### src/hw/rtl/ftws_pkg.sv
// Package for the frame-time window statistics core.
// Shared widths, reset values, register indexes and cell types.
// No dependencies.
package ftws_pkg;

    localparam int DATA_W         = 24;
    localparam int CNT_W          = 32;
    localparam int RATE_W         = 30;
    localparam int PERMILLE_W     = 10;
    localparam int DEN_W          = 24;
    localparam int CFG_IDX_W      = 1;
    localparam int WINDOW_DEFAULT = 128;

    localparam logic [DATA_W-1:0]     THRESH_RESET   = DATA_W'(250000);
    localparam logic [PERMILLE_W-1:0] PERMILLE_RESET = PERMILLE_W'(990);
    localparam logic [PERMILLE_W-1:0] PERMILLE_MAX   = PERMILLE_W'(1000);
    localparam int                    RANK_BIAS      = 999;
    localparam int                    RANK_DIVISOR   = 1000;
    localparam int                    RATE_NUM       = 1000000000;

    // x / 1000 as (x * ceil(2^30 / 1000)) >> 30, exact for x below 2^22
    localparam int                      RANK_RECIP_W = 21;
    localparam logic [RANK_RECIP_W-1:0] RANK_RECIP   = RANK_RECIP_W'(1073742);
    localparam int                      RANK_SHIFT   = 30;

    // configuration register indexes
    localparam logic [CFG_IDX_W-1:0] CFG_STALL_THRESH = 1'b0;
    localparam logic [CFG_IDX_W-1:0] CFG_PERMILLE     = 1'b1;

    // word that circulates around the ring of cells
    typedef struct packed {
        logic              valid;
        logic [DATA_W-1:0] data;
    } trav_t;

    // per-cycle commands broadcast to every cell
    typedef struct packed {
        logic insert;     // shift a new sample into the chain
        logic load_rank;  // load circulating copy, clear rank counters
        logic count;      // compare circulating word against own sample
        logic load_hit;   // load circulating copy tagged with rank hit
        logic shift;      // rotate circulating words by one cell
    } cell_ctrl_t;

endpackage

### src/hw/rtl/ftws_cell.sv
// One window cell: holds one sample, a circulating word and rank counters.
// Depends on ftws_pkg.
module ftws_cell #(
    parameter int CW = 8
) (
    input  logic                       clk,
    input  ftws_pkg::cell_ctrl_t       ctrl,
    input  logic                       live,
    input  logic [CW-1:0]              rank_k,
    input  logic [ftws_pkg::DATA_W-1:0] sample_in,
    output logic [ftws_pkg::DATA_W-1:0] sample_out,
    input  ftws_pkg::trav_t            trav_in,
    output ftws_pkg::trav_t            trav_out
);

    logic [ftws_pkg::DATA_W-1:0] data_reg;
    ftws_pkg::trav_t             trav_reg;
    logic [CW-1:0]               below_reg;
    logic [CW-1:0]               upto_reg;
    logic                        hit;

    // this cell holds the requested rank
    assign hit = live && (below_reg <= rank_k) && (rank_k < upto_reg);

    always_ff @(posedge clk)
    begin
        if (ctrl.insert)
        begin
            data_reg <= sample_in;
        end

        // rank counters
        if (ctrl.load_rank)
        begin
            below_reg <= '0;
            upto_reg  <= '0;
        end
        else if (ctrl.count && trav_reg.valid)
        begin
            if (trav_reg.data < data_reg)
            begin
                below_reg <= below_reg + CW'(1);
            end
            if (trav_reg.data <= data_reg)
            begin
                upto_reg <= upto_reg + CW'(1);
            end
        end

        // circulating word
        if (ctrl.load_rank)
        begin
            trav_reg <= '{valid: live, data: data_reg};
        end
        else if (ctrl.load_hit)
        begin
            trav_reg <= '{valid: hit, data: data_reg};
        end
        else if (ctrl.shift)
        begin
            trav_reg <= trav_in;
        end
    end

    assign sample_out = data_reg;
    assign trav_out   = trav_reg;

endmodule

### config.mk
export PLATFORM = sky130hd
export DESIGN_NAME = ftws_cell
export DESIGN_NICKNAME = d
export VERILOG_FILES = /design/src/hw/rtl/ftws_pkg.sv /design/src/hw/rtl/ftws_cell.sv
export SDC_FILE = /design/constraint.sdc
export NUM_CORES = 1
export LEC_CHECK = 0
export BUFFER_PORTS_ARGS = -buffer_cell sky130_fd_sc_hd__buf_2
export CAP_MARGIN = 20
export CORE_MARGIN = 4
export CORE_UTILIZATION = 51
export CTS_CLUSTER_SIZE = 30
export DETAILED_ROUTE_END_ITERATION = 16
export HOLD_SLACK_MARGIN = 0.1
export PLACE_DENSITY = 0.87
export RECOVER_POWER = 25
export SLEW_MARGIN = 20
export SYNTH_ARGS = -nofsm -noshare
export SYNTH_HDL_FRONTEND = slang
export SYNTH_SLANG_ARGS = --single-unit
### constraint.sdc
create_clock -name clk -period 2.7 [get_ports clk]
set_clock_uncertainty 0.1 [all_clocks]
set_input_delay 0.135 -clock clk [delete_from_list [all_inputs] [get_ports clk]]
set_output_delay 0.135 -clock clk [all_outputs]
set_load 0.03 [all_outputs]
# ---- After elaboration in Yosys (flattened, before gate mapping)
# Index checks and enable logic that the tools add are counted.
dict set report totals {
  regBits 65
  wordCells 20
}
dict set report classes {
  n_reduce_logical 6
  muxes 3
  order_cmp 4
  add_sub_neg 2
}
# op count
set op_table {}
lappend op_table {{$mux W25} 3}
lappend op_table {{$le A24 B24 Y1} 1}
lappend op_table {{$lt A24 B24 Y1} 1}
lappend op_table {{$add A8 B1 Y8 const B} 2}
lappend op_table {{$le A8 B8 Y1} 1}
lappend op_table {{$lt A8 B8 Y1} 1}
lappend op_table {{$reduce_and A2 Y1} 2}
lappend op_table {{$logic_and A1 B1 Y1} 3}
lappend op_table {{$reduce_bool A3 Y1} 1}

# ---- Longest topological paths before layout
dict set report logic_depth {
  ltp_word 5
  depth_mapped 9
  mapped_depth_nobuf 9
}

# ---- Least setup slack after synthesis
# OpenSTA, ideal clock, no wires.
dict set report synth_timing {
  path_kind {reg2reg}
  from {register data_reg (netlist bit sample_out[11])}
  to {register upto_reg[4]}
  n_path_buf 0
  t_arrival_ps 2453
  slack_ps 25
  setup_ps 121
  path_stages_with_launch 10
  path_cell_list {edfxtp_1 -> inv_1 -> ha_1 -> and3_4 -> a221o_1 -> nand2_2 -> a41oi_4 -> nor3_4 -> nand4_2 -> mux2_4}
}
dict set report synth_via {
  elab_chain_len 2
}
# element line
set synth_lines {}
lappend synth_lines {{start: declaration} ftws_cell.sv:16} ;# logic [ftws_pkg::DATA_W-1:0] data_reg;
lappend synth_lines {{start signal: assignment} ftws_cell.sv:29} ;# data_reg <= sample_in;
lappend synth_lines {{$le A24 B24 Y1} ftws_cell.sv:44} ;# if (trav_reg.data <= data_reg)
lappend synth_lines {{$reduce_and A2 Y1 (no source line)} --}
lappend synth_lines {{end signal: assignment} ftws_cell.sv:46} ;# upto_reg <= upto_reg + CW'(1);
lappend synth_lines {{end: declaration} ftws_cell.sv:19} ;# logic [CW-1:0] upto_reg;
# No other way between the ends.
# A chain may end at the register's enable or synchronous reset.

# ---- Final worst setup path
dict set report layout_timing {
  from {register data_reg (netlist bit sample_out[10])}
  to {register below_reg[4]}
}
dict set report layout_via {
  elab_chain_len 2
}
# element line
set layout_lines {}
lappend layout_lines {{$lt A24 B24 Y1} ftws_cell.sv:40} ;# if (trav_reg.data < data_reg)
lappend layout_lines {{$reduce_and A2 Y1 (no source line)} --}
lappend layout_lines {{end signal: assignment} ftws_cell.sv:42} ;# below_reg <= below_reg + CW'(1);
lappend layout_lines {{end: declaration} ftws_cell.sv:18} ;# logic [CW-1:0] below_reg;
# No other way between the ends.

==> impl_metrics.env <==
export IMPL_status="finished, violations left"
export IMPL_violations="max-capacitance violations, max-slew violations, negative setup slack"
export IMPL_cts_root_buffer="clkbuf_8"
export IMPL_highest_layer="met4"
export IMPL_dominantRegCellSynth="edfxtp_1"
export IMPL_cp_data_required_time_ns=2.84
export IMPL_cp_max_fo=6
export IMPL_grt_pass1_wl_um=20200
export IMPL_cts_buffer_depth=2
export IMPL_post_route_period_util_pct=105
export IMPL_avgSynthCellArea_um2=10.8
export IMPL_grt_max_degree=49
export IMPL_crit_path_start_kind="flop"
export IMPL_post_drt_via_cell_ratio=6.25
export IMPL_htreeDepth=3
export IMPL_die_area_um2=8330
export IMPL_worstHoldStart="live"
export IMPL_grt_ovfl_total=0
export IMPL_async_reset_ff_share_pct=0
export IMPL_p_leak_nw=2.27
export IMPL_die_width_um=91.3
export IMPL_final_cells=589
export IMPL_fin_crit_ns=2.84
export IMPL_num_vias=3682
export IMPL_yosys_warnings=0
export IMPL_yosysSeqAreaShare_pct=50.7
export IMPL_antenna_found_initial=0
export IMPL_place_gp_congestion=0.827
export IMPL_cts_made_buffers=9
export IMPL_regToRegStartpoint="sample_out[10]"
export IMPL_start_util_pct=52.4
export IMPL_crit_path_end_kind="flop"
export IMPL_wl_met2_um=6320
export IMPL_die_h_um=91.3
export IMPL_max_slew_margin_rel_pct=-2.18
export IMPL_clkTransAtPathRegs_ns=0.08
export IMPL_synth_edf_count=49
export IMPL_core_area_um2=6760
export IMPL_cts_tree="built"
export IMPL_ios=113
export IMPL_final_cell_mix="109 x buf_2, 51 x dlygate4sd3_1, 49 x edfxtp_1"
export IMPL_final_common_cell="buf_2"
export IMPL_drc=0
export IMPL_finalWorstSetupSlack_ns=-0.138
export IMPL_synth_cell_types=42
export IMPL_place_ws_ns=0.0661
export IMPL_track_usage_pct=31.5
export IMPL_cpMaxStageDelayCell="edfxtp_1"
export IMPL_syn_nets=433
export IMPL_syn_inst=328
export IMPL_wire_per_inst_um=23.1
export IMPL_ant_nets=0
export IMPL_hold_viol=0
export IMPL_clock_fmax_ghz=0.352
export IMPL_nNetsFinal=609
export IMPL_syn_to_final_growth_pct=41.1
export IMPL_dp_hpwl_um=6470
export IMPL_drv_slew=25
export IMPL_wl_um=13600
export IMPL_critical_path_class="flop to flop"
export IMPL_tns_ns=-0.229
export IMPL_antenna_cells=0
export IMPL_hold_class="input port to flop"
export IMPL_drt_met1_wl_um=4650
export IMPL_met3_length_um=1600
export IMPL_final_util_pct=73.9
export IMPL_cp_startpoint="sample_out[10]"
export IMPL_critPathMaxStageDelay_ns=0.41
export IMPL_synth_seq_cells=65
export IMPL_dp_cells=516
export IMPL_worst_pin_slew_ns=1.53
export IMPL_setup_viol=5
export IMPL_drtIter0Drc=477
export IMPL_path_cells="inv_1, ha_1, and3_4, a221o_1, nand2_2, nand4_4, nor3_4, nand4_1, mux2_1"
export IMPL_arrival_ns=2.98
export IMPL_numClockSinks=65
export IMPL_numPortBuffers=112
export IMPL_rows=30
export IMPL_grt_pass1_vias=3782
export IMPL_dr_pass1_iters=6
export IMPL_ir_worst_vdd_mv=0.560
export IMPL_grt_setup_unrepaired="yes"
export IMPL_largest_register_ff_count=25
export IMPL_drive_above_1_share_pct=29.7
export IMPL_powerDensity_nw_per_um2=531
export IMPL_cap_violations=1
export IMPL_synth_area_um2=3540
export IMPL_power_mw=2.65
export IMPL_clk_insertion_delay_late_ns=0.36
-- Yosys cell counts (2+ instances only) --
| cell type | count | area, µm² |
|---|---|---|
| nor3_1 | 2 | 10.0 |
| o21ai_0 | 28 | 140 |
| edfxtp_1 | 49 | 1470 |
| nand3_1 | 8 | 40.0 |
| a21oi_1 | 15 | 75.1 |
| nor2_1 | 18 | 67.6 |
| nand4_1 | 10 | 62.6 |
| and3_1 | 3 | 18.8 |
| nor4_1 | 4 | 25.0 |
| nand2_1 | 30 | 113 |
| nand4_2 | 2 | 25.0 |
| ha_1 | 41 | 513 |
| clkbuf_1 | 7 | 26.3 |
| mux2i_1 | 2 | 20.0 |
| inv_1 | 42 | 158 |
| a21o_1 | 10 | 75.1 |
| dfxtp_1 | 16 | 320 |
| mux2_1 | 4 | 45.0 |
| nand2b_1 | 2 | 12.5 |
| nor4b_1 | 2 | 17.5 |
| xnor2_1 | 6 | 52.6 |
| nor2b_1 | 6 | 37.5 |
| nor3_4 | 2 | 32.5 |
-- worst max-delay path, delay by kind of cell (launching register included) --
family	cells	cell delay, ns
multiplexers	1	0.38
flip-flops	1	0.41
adder cells (fa/ha/maj)	1	0.36
AO/OA/AOI/OAI	1	0.36
AND/OR/NAND/NOR	5	1.01
buffers and inverters	1	0.10
-- area by class of cell --
type / count / area, µm²
multi-input cells: 214 / 1650
fillers: 385 / 1760
inverters: 42 / 158
clock inverters: 6 / 35.0
well taps: 80 / 100
flip-flops and latches: 65 / 1790
clock buffers: 10 / 128
repair buffers: 172 / 1130
-- power by group --
part / total (mW) / internal (mW) / switching, mW
combinational: 0.696 / 0.259 / 0.436
clock: 0.737 / 0.325 / 0.412
sequential: 1.22 / 1.16 / 0.0564
total: 2.65 / 1.74 / 0.905
-- what timing repair did --
item                       4_1_cts  5_1_grt
setup endpoints to repair        0       14
hold endpoints to repair        50        0
hold buffers                    51        0
setup buffers                    0        6
resized for setup                0       14
-- metrics by stage --
stage | cell area, µm² | hold WS (ns)
floorplan | 3540 | 0.134
global placement | 4200 | 0.212
detailed placement | 4200 | 0.213
CTS | 4870 | 0.196
global route | 4990 | 0.232
finish | 4990 | 0.219
-- path summary, 6_finish.rpt --
path                                      to  slack [ns]  cells past startpoint
worst max-delay path            below_reg[4]       -0.14                      9
worst min-delay path            trav_out[24]        0.22                      5
worst max register to register  below_reg[4]       -0.14                      9
worst min register to register   upto_reg[7]        0.44                      3
-- cell families after synthesis --
group	Yosys count	synth area share [%]
AO/OA/AOI/OAI	64	11.2
XOR/XNOR	6	1.49
adder cells (fa/ha/maj)	41	14.5
buffers and inverters	49	5.20
flip-flops	65	50.7
multiplexers	8	2.58
AND/OR/NAND/NOR	95	14.4
-- routing by layer --
metal,vias up,global-route usage [%]
met2,370,52.3
met3,114,8.12
met4,0,19.6
li1,1529,-
met5,-,0
met1,1669,36.3
(Power assumes the default switching activity.)
