<file path="src/hw/rtl/ftws_div.sv">
// Restoring divider, one quotient bit per cycle.
// Depends on nothing but its parameters.
module ftws_div #(
    parameter int NUM_W = 31,
    parameter int DEN_W = 24
) (
    input  logic             clk,
    input  logic             rst_n,
    input  logic             start,
    input  logic [NUM_W-1:0] num,
    input  logic [DEN_W-1:0] den,
    output logic             done,
    output logic [NUM_W-1:0] quot
);

    localparam int STEP_W = (NUM_W > 1) ? $clog2(NUM_W) : 1;

    logic [NUM_W-1:0]  quo_reg;
    logic [DEN_W-1:0]  rem_reg;
    logic [DEN_W-1:0]  den_reg;
    logic [STEP_W-1:0] cnt_reg;
    logic              busy_reg;
    logic              done_reg;
    logic [DEN_W:0]    rem_sh;
    logic              ge;
    logic [DEN_W:0]    rem_sub;

    // trial subtract
    assign rem_sh  = {rem_reg, quo_reg[NUM_W-1]};
    assign ge      = rem_sh >= {1'b0, den_reg};
    assign rem_sub = rem_sh - {1'b0, den_reg};

    always_ff @(posedge clk or negedge rst_n)
    begin
        if (!rst_n)
        begin
            busy_reg <= 1'b0;
            done_reg <= 1'b0;
            cnt_reg  <= '0;
        end
        else
        begin
            // pulse on the last quotient bit
            done_reg <= busy_reg && !start && (cnt_reg == STEP_W'(NUM_W - 1));
            if (start)
            begin
                quo_reg  <= num;
                rem_reg  <= '0;
                den_reg  <= den;
                cnt_reg  <= '0;
                busy_reg <= 1'b1;
            end
            else if (busy_reg)
            begin
                rem_reg <= ge ? rem_sub[DEN_W-1:0] : rem_sh[DEN_W-1:0];
                quo_reg <= {quo_reg[NUM_W-2:0], ge};
                cnt_reg <= cnt_reg + STEP_W'(1);
                if (cnt_reg == STEP_W'(NUM_W - 1))
                begin
                    busy_reg <= 1'b0;
                end
            end
        end
    end

    assign done = done_reg;
    assign quot = quo_reg;

endmodule

</file>
<file path="config.mk">
export PLATFORM = sky130hd
export DESIGN_NAME = ftws_div
export DESIGN_NICKNAME = d
export VERILOG_FILES = /design/src/hw/rtl/ftws_div.sv
export SDC_FILE = /design/constraint.sdc
export NUM_CORES = 1
export LEC_CHECK = 0
export ABC_AREA = 1
export BUFFER_PORTS_ARGS = -buffer_cell sky130_fd_sc_hd__buf_4
export CAP_MARGIN = 15
export CORE_MARGIN = 4
export CORE_UTILIZATION = 60
export CTS_BUF_LIST = sky130_fd_sc_hd__clkbuf_4
export CTS_CLUSTER_SIZE = 10
export DETAILED_ROUTE_END_ITERATION = 10
export PLACE_DENSITY_LB_ADDON = 0.1
export SYNTH_ARGS = -nofsm -noshare
export SYNTH_HDL_FRONTEND = slang
export SYNTH_SLANG_ARGS = --single-unit
</file>
<file path="constraint.sdc">
create_clock -name clk -period 3.4 [get_ports clk]
set_input_delay 0.68 -clock clk [delete_from_list [all_inputs] [get_ports clk]]
set_output_delay 0.68 -clock clk [all_outputs]
set_load 0.03 [all_outputs]
</file>
## After elaboration in Yosys (flattened, before gate mapping)

Index checks and enable logic that the tools add are counted.

| cells by class | value |
|---|---|
| order comparisons | 1 |
| divide/modulo/power cells | 0 |
| $add $sub $neg | 2 |
| reductions and logical operators | 6 |
| multiply operators | 0 |
| shift-type cells | 0 |
| mux-type cells | 9 |
| equality and inequality tests | 1 |
| bitwise operators | 0 |

Operator list:

| operator | count |
|---|---|
| 31-bit two-way mux | 2 |
| 24-bit two-way mux | 2 |
| 25-bit by 24-bit >= comparator with 1-bit output | 1 |
| 24-bit subtractor | 1 |
| 5-bit two-way mux | 2 |
| 5-bit by 1-bit adder with 5-bit output, second input constant | 1 |
| 5-bit == test, second input constant | 1 |
| 2-bit AND reduction | 2 |
| 1-bit two-way mux | 3 |
| 1-bit logical AND | 2 |
| 2-bit nonzero test | 1 |
| 1-bit zero test | 1 |

| storage, ports and cells | value |
|---|---|
| ROM bits | 0 |
| output and inout port bits | 32 |
| memories | 0 |
| bits in latches | 0 |
| bits in registers | 86 |
| bits in writable memories | 0 |
| input port bits | 58 |

## Depth between registers and ports, before layout

Gate-level depths: netlist (run 1).

| logic depth | value |
|---|---|
| depth in word-level cells | 4 |
| depth in mapped cells | 16 |

## Least setup slack after synthesis (run 1)

OpenSTA, ideal clock, no wires.

| timing | value |
|---|---|
| path type | input -> register |
| start point | in start |
| end point | reg quo_reg[0], in the netlist quot[0], enable pin |
| buffers on the path | 2 |
| arrival | 2.610 ns |
| required time | 2.981 ns |
| setup slack | 0.371 ns |
| stages | 4 |
| cell sequence | clkbuf_1 -> nor2_1 -> clkbuf_1 -> nor2_1 |

| on the way | value |
|---|---|
| cells in the longest elaborated chain, start to end | 2 |

Ends and longest elaborated chain:

| what | line | text |
|---|---|---|
| start: declaration | 9 | `input logic start,` |
| 2-bit nonzero test (no source line) | - |  |
| 2-bit AND reduction (no source line) | - |  |
| end signal: assignment | 47 | `quo_reg <= num;` |
| end signal: assignment | 56 | `quo_reg <= {quo_reg[NUM_W-2:0], ge};` |
| end: declaration | 18 | `logic [NUM_W-1:0] quo_reg;` |

No other way between the ends.
A chain may end at the register's enable or synchronous reset.

## Worst setup path in the final report (run 1)

| timing | value |
|---|---|
| start point | reg rem_reg[18] |
| end point | reg rem_reg[23], data pin |

| on the way | value |
|---|---|
| cells in the longest elaborated chain, start to end | 3 |

Ends and longest elaborated chain:

| what | line | text |
|---|---|---|
| start: declaration | 19 | `logic [DEN_W-1:0] rem_reg;` |
| start signal: assignment | 55 | `rem_reg <= ge ? rem_sub[DEN_W-1:0] : rem_sh[DEN_W-1:0];` |
| 24-bit subtractor / 25-bit by 24-bit >= comparator with 1-bit output (equally long branches) | 31, 30 |  |
| 24-bit two-way mux (*) | 55 |  |
| 24-bit two-way mux (*) | 53 | `else if (busy_reg)` |

Every way passes the cells marked *; elsewhere a longest branch is shown, timed or not.

==> results of run 1 <==
metrics by stage:
step           cell area (um^2)  utilization  total power [uW]  hold WS [ns]
2_1_floorplan              5870            -              2170         0.384
3_3_place_gp               6600        0.705              2420         0.454
3_5_place_dp               6600        0.705              2450         0.458
4_1_cts                    6780        0.723              3140         0.372
5_1_grt                    6780        0.723              3350         0.346
6_report                   6780        0.723              3140         0.391
final timing paths:
path | start | endpoint | slack, ns
setup / recovery | rem_reg[18] | rem_reg[23] | 0.69
hold / removal | den[20] | den_reg[20] | 0.39
setup reg to reg | rem_reg[18] | rem_reg[23] | 0.69
hold reg to reg | cnt_reg[4] | cnt_reg[4] | 0.48
max in group asynchronous | rst_n | cnt_reg[0] | 2.81
min in group asynchronous | rst_n | cnt_reg[2] | 0.40
worst register-to-register path: stages, from the launching register on:
cell      delay (ns)
edfxtp_1        0.48
ha_1            0.43
nand2_2         0.10
nor2_1          0.24
nand2_1         0.17
nor2_2          0.15
nand2_4         0.22
nand3_4         0.45
nand2_1         0.12
nand3_1         0.08
nand2_1         0.05
cells by family (layout without fill, tap and decap cells):
family	Yosys count	in the layout	synth area share
AO/OA/AOI/OAI	19	19	0.0186
buffers and inverters	160	254	0.116
flip-flops	86	86	0.434
AND/OR/NAND/NOR	476	476	0.355
XOR/XNOR	11	11	0.0164
adder cells (fa/ha/maj)	27	27	0.0589
where the power goes:
part           switching [uW]  total (uW)  leakage [uW]  internal, uW
sequential               63.3        1340      0.000867          1280
clock                     391         700     0.0000851           308
combinational             696        1100       0.00265           402
total                    1150        3140       0.00360          1990
layout by cell type, fill, tap and decap left out, drive strengths merged:
master	Yosys	layout
ha	26	26
nand4	32	32
xnor2	9	9
and2	2	2
o21ai	4	4
xor2	2	2
nor3	3	3
bufinv	0	2
fa	1	1
or2	1	1
nor2	39	39
clkbuf	12	9
dfrtp	7	7
clkinvlp	0	2
a21oi	14	14
o21a	1	1
buf	6	97
clkinv	3	3
edfxtp	79	79
nand3	43	43
nand3b	5	5
inv	138	141
nand2	351	351
routing by layer:
layer | up-vias | global-route usage | wire length (um)
met3 | 30 | 0.0602 | 978
met2 | 161 | 0.430 | 6590
met5 | - | 0 | 0
met1 | 2285 | 0.327 | 6080
met4 | 0 | 0.0740 | 289
li1 | 2610 | - | -
cell type report:
type	instances	share of cell area
tap	129	0.0238
timing repair buffer	97	0.107
sequential	86	0.376
clock inverter	7	0.0153
multi-input combinational	533	0.389
inverter	141	0.0781
clock buffer	9	0.00997
==> metrics.txt, run 1 <==
status=complete, no violations; ant diodes=0; WP buf/inv=0; Mapped Area=0.00587 mm^2; die height=107 um; CP required=~3.6 ns; peak fanout along the critical path=25; Seq/Total Area, Yosys=0.434; CP top delay family=simple AND/OR/NAND/NOR gates; # hold bufs at CTS=0; setup slack after layout=roughly 0.69 ns; dpl ws=0.726 ns; Register-to-Register Path Depth=10; YS warnings=0; Mapped Nets=between 800 and 900; P_leak=~0.0036 uW; slowest cell delay on critical path=between 0.4 and 0.5 ns; final hold violations=0; CP Depth=10; ys async rst share=0.0814; hold path cells=1; FF+latch area=~0.0025 mm^2; most frequent cell after synthesis=nand2_1; Hold Crit Class=input port to flip-flop; Unique masters post-synth=36; Layout area overhead=15.5%; number of flip-flops in the largest register=31; clock-pin transition on the worst setup and hold timing paths=about 0.16 ns; Clock Tree Buf Depth=2; total gr overflow=0; nets=between 900 and 1000; post_cts resized=0; Startpoint Class=flip-flop; # rows=35; placed cell count=~990; clk_lat worst skew=between 0.4 and 0.5 ns; vias in the first global route=~5100; Fillers=796; Slew Limit Headroom=0.460; largest net degree at the start of global routing=36; worst-path cell chain=ha_1 > nand2_2 > nor2_1 > nand2_1 > nor2_2 > nand2_4 > nand3_4 > nand2_1 > nand3_1 > nand2_1; CTS tree=done; CP most frequent cell=nand2_1; GRT Total Usage=0.255; Initial Utilization=0.626; Synth area leaders=edfxtp_1 (40%), nand2_1 (21%), inv_1 (8.5%), ha_1 (5.5%), nand3_1 (3.5%); Crit Path Class=flip-flop to flip-flop; RSZ-0062 raised after global routing=no; setup TNS=0 ns; final setup vio count=0; Cells after Synth=between 700 and 800; CTS root buf=clkbuf_4; DRC viols=0; drt first-iter violations=roughly 270; WL final=roughly 14000 um; slowest stage cell, crit path=edfxtp_1; CORE AREA=about 0.0094 mm^2; P per Cell Area=463 mW/mm^2; first-pass GRT wire length=around 23000 um; number of H-tree levels=3; Finished Layout Cells=around 1000; number of buffers created by CTS=9; routed len/inst=roughly 14 um; Die Area=about 0.011 mm^2; crit path DAT=2.93 ns; Via-to-Cell Ratio=5.08; initial antenna violation count=0; Vias=between 5000 and 6000; IO Port Bufs=slightly below 90; area leader, netlist=edfxtp_1; ANT nets after route=0; Critical Path End Type=flip-flop; worst slew pin tran=between 0.8 and 0.9 ns; Routability Congestion=approximately 0.92; Pins Over Slew Limit=0; 1st-pass router iterations=5; Post-CTS Setup Bufs=0; Mean Syn Cell Area=7.53 um^2; IO Count=90; EDFF count, synth=79; Commonest cells post-synth=nand2_1 (324), inv_1 (133), edfxtp_1 (79); Max Fclk=between 300 and 400 MHz; Sink Count=86; ys flop type=edfxtp_1; Final HPWL DP=10300 um; synthesized flop and latch total=86; area of the multi-input gates=about 0.0026 mm^2; horizontal die dimension=107 um; Max Cap Viol=0; Yosys top cell area share=0.404; period utilisation layout=0.798; Layout Skew=~0.017 ns; post-layout minimum cycle time=roughly 2.7 ns; layout cells sized above 1=0.179; Max VDD drop=approximately 0.00025 V
No activity file was read; power rests on OpenSTA's default activity.
==> run 2, diff against run 1 <==
CORE_UTILIZATION = 54   (was 60)
clock period = 2.35 ns   (was 3.4 ns; I/O delays follow)
==> run 2 against run 1 <==
Against the previous run:
- via count grew 1.3%
- critical endpoint is now rem_reg[7]
- routed wire length grew 0.88%
- power grew 44%
- sequential cell count is the same
- worst setup slack lost 0.57 ns
- clock skew grew 0.0095 ns
- cell area grew 3.4%
- critical path depth grew 1
- register-to-register slack lost 0.57 ns
==> metrics.txt, run 2 (synthesis results as in run 1) <==
Fillers=slightly above 900; worst-path cell chain=ha_2 > nand2_1 > inv_2 > nand2_4 > nor3_4 > nand4_4 > nand3_4 > buf_4 > nand2_2 > nand3_1 > nand2_1; Final HPWL DP=~11000 um; Initial Utilization=0.561; total gr overflow=0; most common cell after layout, fill and taps aside=nand2_1; WL final=14100 um; IO Port Bufs=89; drt first-iter violations=268; period utilisation layout=0.952; P_leak=0.00366 uW; worst slew pin tran=about 0.43 ns; Layout Skew=0.0260 ns; Hold Crit Class=input port to async pin; CTS root buf=clkbuf_4; horizontal die dimension=roughly 110 um; Max VDD drop=between 0.0003 and 0.0004 V; Critical Path End Type=flip-flop; routed len/inst=between 10 and 15 um; number of flip-flops in the largest register=31; Vias=5153; nets=slightly below 1000; Tot Pwr=roughly 4500 uW; Crit Path Class=flip-flop to flip-flop; first-pass GRT wire length=about 24000 um; largest net degree at the start of global routing=36; clock-pin transition on the worst setup and hold timing paths=0.15 ns; Sink Count=86; most frequent cells in the layout=nand2_1 (316), inv_1 (131), buf_4 (108); 1st-pass router iterations=5; P per Cell Area=about 650 mW/mm^2; IO Count=90; crit path DAT=2.43 ns; slowest cell delay on critical path=around 0.46 ns; vias in the first global route=5043; final hold violations=0; peak fanout along the critical path=9; # hold bufs at CTS=0; ANT nets after route=0; slowest stage cell, crit path=edfxtp_1; Max Cap Viol=0; CTS tree=done; Via-to-Cell Ratio=a little over 5; Die Area=about 0.013 mm^2; CORE AREA=0.0105 mm^2; GRT Total Usage=0.230; CP required=approximately 2.6 ns; Pins Over Slew Limit=0; post-layout minimum cycle time=about 2.2 ns; Layout area overhead=19.4%; Routability Congestion=roughly 0.96; status=complete, no violations; Slew Limit Headroom=0.712; # rows=37; Startpoint Class=flip-flop; layout cells sized above 1=0.224; final setup vio count=0; die height=112 um; Clock Tree Buf Depth=2; clk_lat worst skew=between 0.4 and 0.5 ns; number of H-tree levels=3; number of buffers created by CTS=9; setup TNS=0 ns; DRC viols=0; CP most frequent cell=nand2_1; initial antenna violation count=1; Max Fclk=around 450 MHz
[run 2: cell count changes in the layout (fill, tap and decap cells not counted), moves of 4 or more]
cell     change
ha_1        -12
buf_4       +11
nand2_1      -8
nand2_2      +8
ha_2         +7
ha_4         +5
nor2_1       -5
nor2_2       +4
[run 2: repair_timing]
| action | 4_1_cts | 5_1_grt |
|---|---|---|
| endpoints found under the hold margin | 0 | 0 |
| resized for setup | 1 | 32 |
| buffers inserted | 0 | 5 |
| pin swaps | 0 | 4 |
| setup endpoints to repair | 1 | 24 |
[run 2: cell type report]
cell class / instances / area, um^2 / share of cell area
Antenna cell: 1 / 2.50 / 0.000357
Clock buffer: 11 / 82.6 / 0.0118
Clock inverter: 5 / 57.6 / 0.00822
Inverter: 141 / 529 / 0.0756
Multi-Input combinational cell: 533 / 2760 / 0.394
Sequential cell: 86 / 2550 / 0.364
Tap cell: 136 / 170 / 0.0243
Timing Repair Buffer: 111 / 853 / 0.122
[run 2: critical path, delay by kind of cell (launching register included)]
| family | cells | cell delay [ns] |
|---|---|---|
| fa+ha+maj | 1 | 0.40 |
| buf+inv | 2 | 0.28 |
| flops | 1 | 0.46 |
| simple gates | 8 | 0.83 |
[run 2: per-layer routing]
metal / vias to the layer above / global-route usage / part of all wire
met3: 28 / 0.0453 / 0.065
met1: 2324 / 0.292 / 0.43
met5: - / 0 / 0
li1: 2643 / - / -
met4: 0 / 0.0994 / 0.029
met2: 158 / 0.383 / 0.47
[run 2: power breakdown]
part	internal (uW)	switching [uW]	total, uW
clock	352	528	880
sequential	1850	96.6	1950
combinational	670	1030	1700
total	2870	1650	4520
[run 2: path summary, 6_finish.rpt]
check                       startpoint  slack (ns)  depth (start not counted)          end
max                        rem_reg[15]        0.11                         11   rem_reg[7]
min                              rst_n        0.05                          2   cnt_reg[0]
max reg2reg                rem_reg[15]        0.11                         11   rem_reg[7]
min reg2reg                 cnt_reg[4]        0.47                          1   cnt_reg[4]
max in group asynchronous        rst_n        1.99                          2   cnt_reg[4]
min in group clk               den[13]        0.18                          1  den_reg[13]
[run 2: through the flow]
stage / hold WS (ns) / std cells / setup slack, ns / instance area, um^2 / util
after floorplan: 0.174 / 779 / 0.0420 / 5870 / -
after global placement: 0.446 / 1002 / 0.0615 / 6690 / 0.640
after detailed placement: 0.457 / 1002 / 0.0212 / 6690 / 0.640
after CTS: 0.0275 / 1018 / 0.0614 / 6840 / 0.653
after global routing: 0.0422 / 1024 / -0.0216 / 7000 / 0.669
final: 0.0541 / 1024 / 0.113 / 7000 / 0.669
==> run 3, diff against run 2 <==
MAX_ROUTING_LAYER = met4   (was default)
==> run 3 against run 2 <==
Against the previous run:
- cell count is essentially flat
- critical endpoint is now rem_reg[6]
- critical path type unchanged
- routed wire length increased by 3.0%
- hold slack worse by 0.024 ns
==> metrics.txt, run 3 (synthesis results as in run 1) <==
horizontal die dimension=around 110 um; Routability Congestion=just under 1; GRT Total Usage=0.241; CORE AREA=around 0.010 mm^2; most common cell after layout, fill and taps aside=nand2_1; die height=112 um; initial antenna violation count=0; Vias=roughly 5200; IO Port Bufs=just under 90; Sink Count=86; placed cell count=1002; IO Count=90; worst slew pin tran=between 0.4 and 0.5 ns; # rows=37; clock-pin transition on the worst setup and hold timing paths=0.16 ns; P per Cell Area=between 600 and 700 mW/mm^2; largest net degree at the start of global routing=36; Die Area=~0.013 mm^2; Cell Area, Placed=about 0.0067 mm^2; Max Fclk=between 400 and 500 MHz; Via-to-Cell Ratio=approximately 5.1; Startpoint Class=flip-flop; CP required=around 2.6 ns; Tot Pwr=roughly 4600 uW; crit path DAT=2.45 ns; Max Cap Viol=0; Layout Skew=between 0.02 and 0.03 ns; number of H-tree levels=3; number of flip-flops in the largest register=31; peak fanout along the critical path=9; final setup vio count=0; ant diodes=0; Initial Utilization=0.561; Final Instance Area=about 0.0071 mm^2; Clock Tree Buf Depth=2; status=complete, no violations; CTS tree=done; Pins Over Slew Limit=0; DRC viols=0; drt first-iter violations=318; nets=approximately 970; Crit Path Class=flip-flop to flip-flop; WHS=about 0.030 ns; period utilisation layout=0.946; total gr overflow=0; vias in the first global route=just over 5000; 1st-pass router iterations=5; WL final=approximately 14000 um; layout cells sized above 1=0.220; final hold violations=0; post-layout minimum cycle time=2.22 ns; first-pass GRT wire length=between 20000 and 25000 um; Layout area overhead=20.5%; Final HPWL DP=roughly 11000 um; Hold Crit Class=input port to async pin; most frequent cells in the layout=nand2_1 (321), inv_1 (132), buf_4 (109); Max VDD drop=between 0.0003 and 0.0004 V; # hold bufs at CTS=0; number of buffers created by CTS=9; Finished Layout Cells=roughly 1000; Critical Path End Type=flip-flop; Slew Limit Headroom=0.699; P_leak=approximately 0.0037 uW; routed len/inst=14.1 um; ANT nets after route=0; clk_lat worst skew=0.47 ns; CTS root buf=clkbuf_4
==> run 3: cell count changes in the layout (fill, tap and decap cells not counted), sizes merged <==
cell      previous run  this run
buf                111       113
clkbuf              11         9
clkinvlp             0         1
diode                1         0
inv                139       140
==> run 3: worst max-delay path, cell delays in order, from the launching register on <==
cell      delay (ns)
edfxtp_1        0.46
ha_2            0.40
nand2_1         0.11
nor3_2          0.17
nand2_1         0.11
nor2_2          0.14
nand2_4         0.08
nand3_4         0.09
buf_4           0.21
nand2_2         0.07
nand3_1         0.08
nand2_1         0.05
==> run 3: worst paths after layout <==
| path | startpoint | endpoint | slack, ns | depth (start not counted) |
|---|---|---|---|---|
| setup / recovery | rem_reg[21] | rem_reg[6] | 0.13 | 11 |
| hold / removal | rst_n | cnt_reg[2] | 0.03 | 2 |
| setup reg to reg | rem_reg[21] | rem_reg[6] | 0.13 | 11 |
| hold reg to reg | cnt_reg[4] | cnt_reg[4] | 0.47 | 1 |
| max in group asynchronous | rst_n | cnt_reg[3] | 2.00 | 2 |
| min in group clk | den[14] | den_reg[14] | 0.16 | 1 |
==> run 3: metrics by stage <==
step | TNS, ns | utilization | setup WS, ns
floorplan | 0 | - | 0.0420
global placement | 0 | 0.640 | 0.0353
detailed placement | 0 | 0.640 | 0.000794
CTS | 0 | 0.654 | 0.0360
global route | -0.0313 | 0.675 | -0.0261
finish | 0 | 0.675 | 0.126
==> run 3: repair_timing <==
| action | 4_1_cts | 5_1_grt |
|---|---|---|
| pin swaps | 0 | 2 |
| gates resized for setup | 1 | 28 |
| setup buffers | 0 | 7 |
| hold endpoints to repair | 0 | 0 |
| setup endpoints to repair | 1 | 24 |
==> run 3: layer usage <==
metal	vias up	track usage	part of all wire
met3	17	0.0377	0.061
met5	-	-	0
met4	0	0.0801	0.017
li1	2647	-	-
met1	2378	0.296	0.43
met2	181	0.409	0.50
==> run 3: where the power goes <==
group          internal [uW]  total, uW  leakage, uW  switching (uW)
registers               1850       1950     0.000867             104
clock network            337        905    0.0000784             568
logic                    695       1730      0.00273            1030
total                   2880       4590      0.00367            1710
==> run 3: cell type report <==
cell class / count / area, um^2
clock buffers: 9 / 67.6
clock inverters: 7 / 80.1
fillers: 927 / 3400
inverters: 141 / 529
multi-input cells: 533 / 2800
flip-flops and latches: 86 / 2550
well taps: 136 / 170
repair buffers: 113 / 872
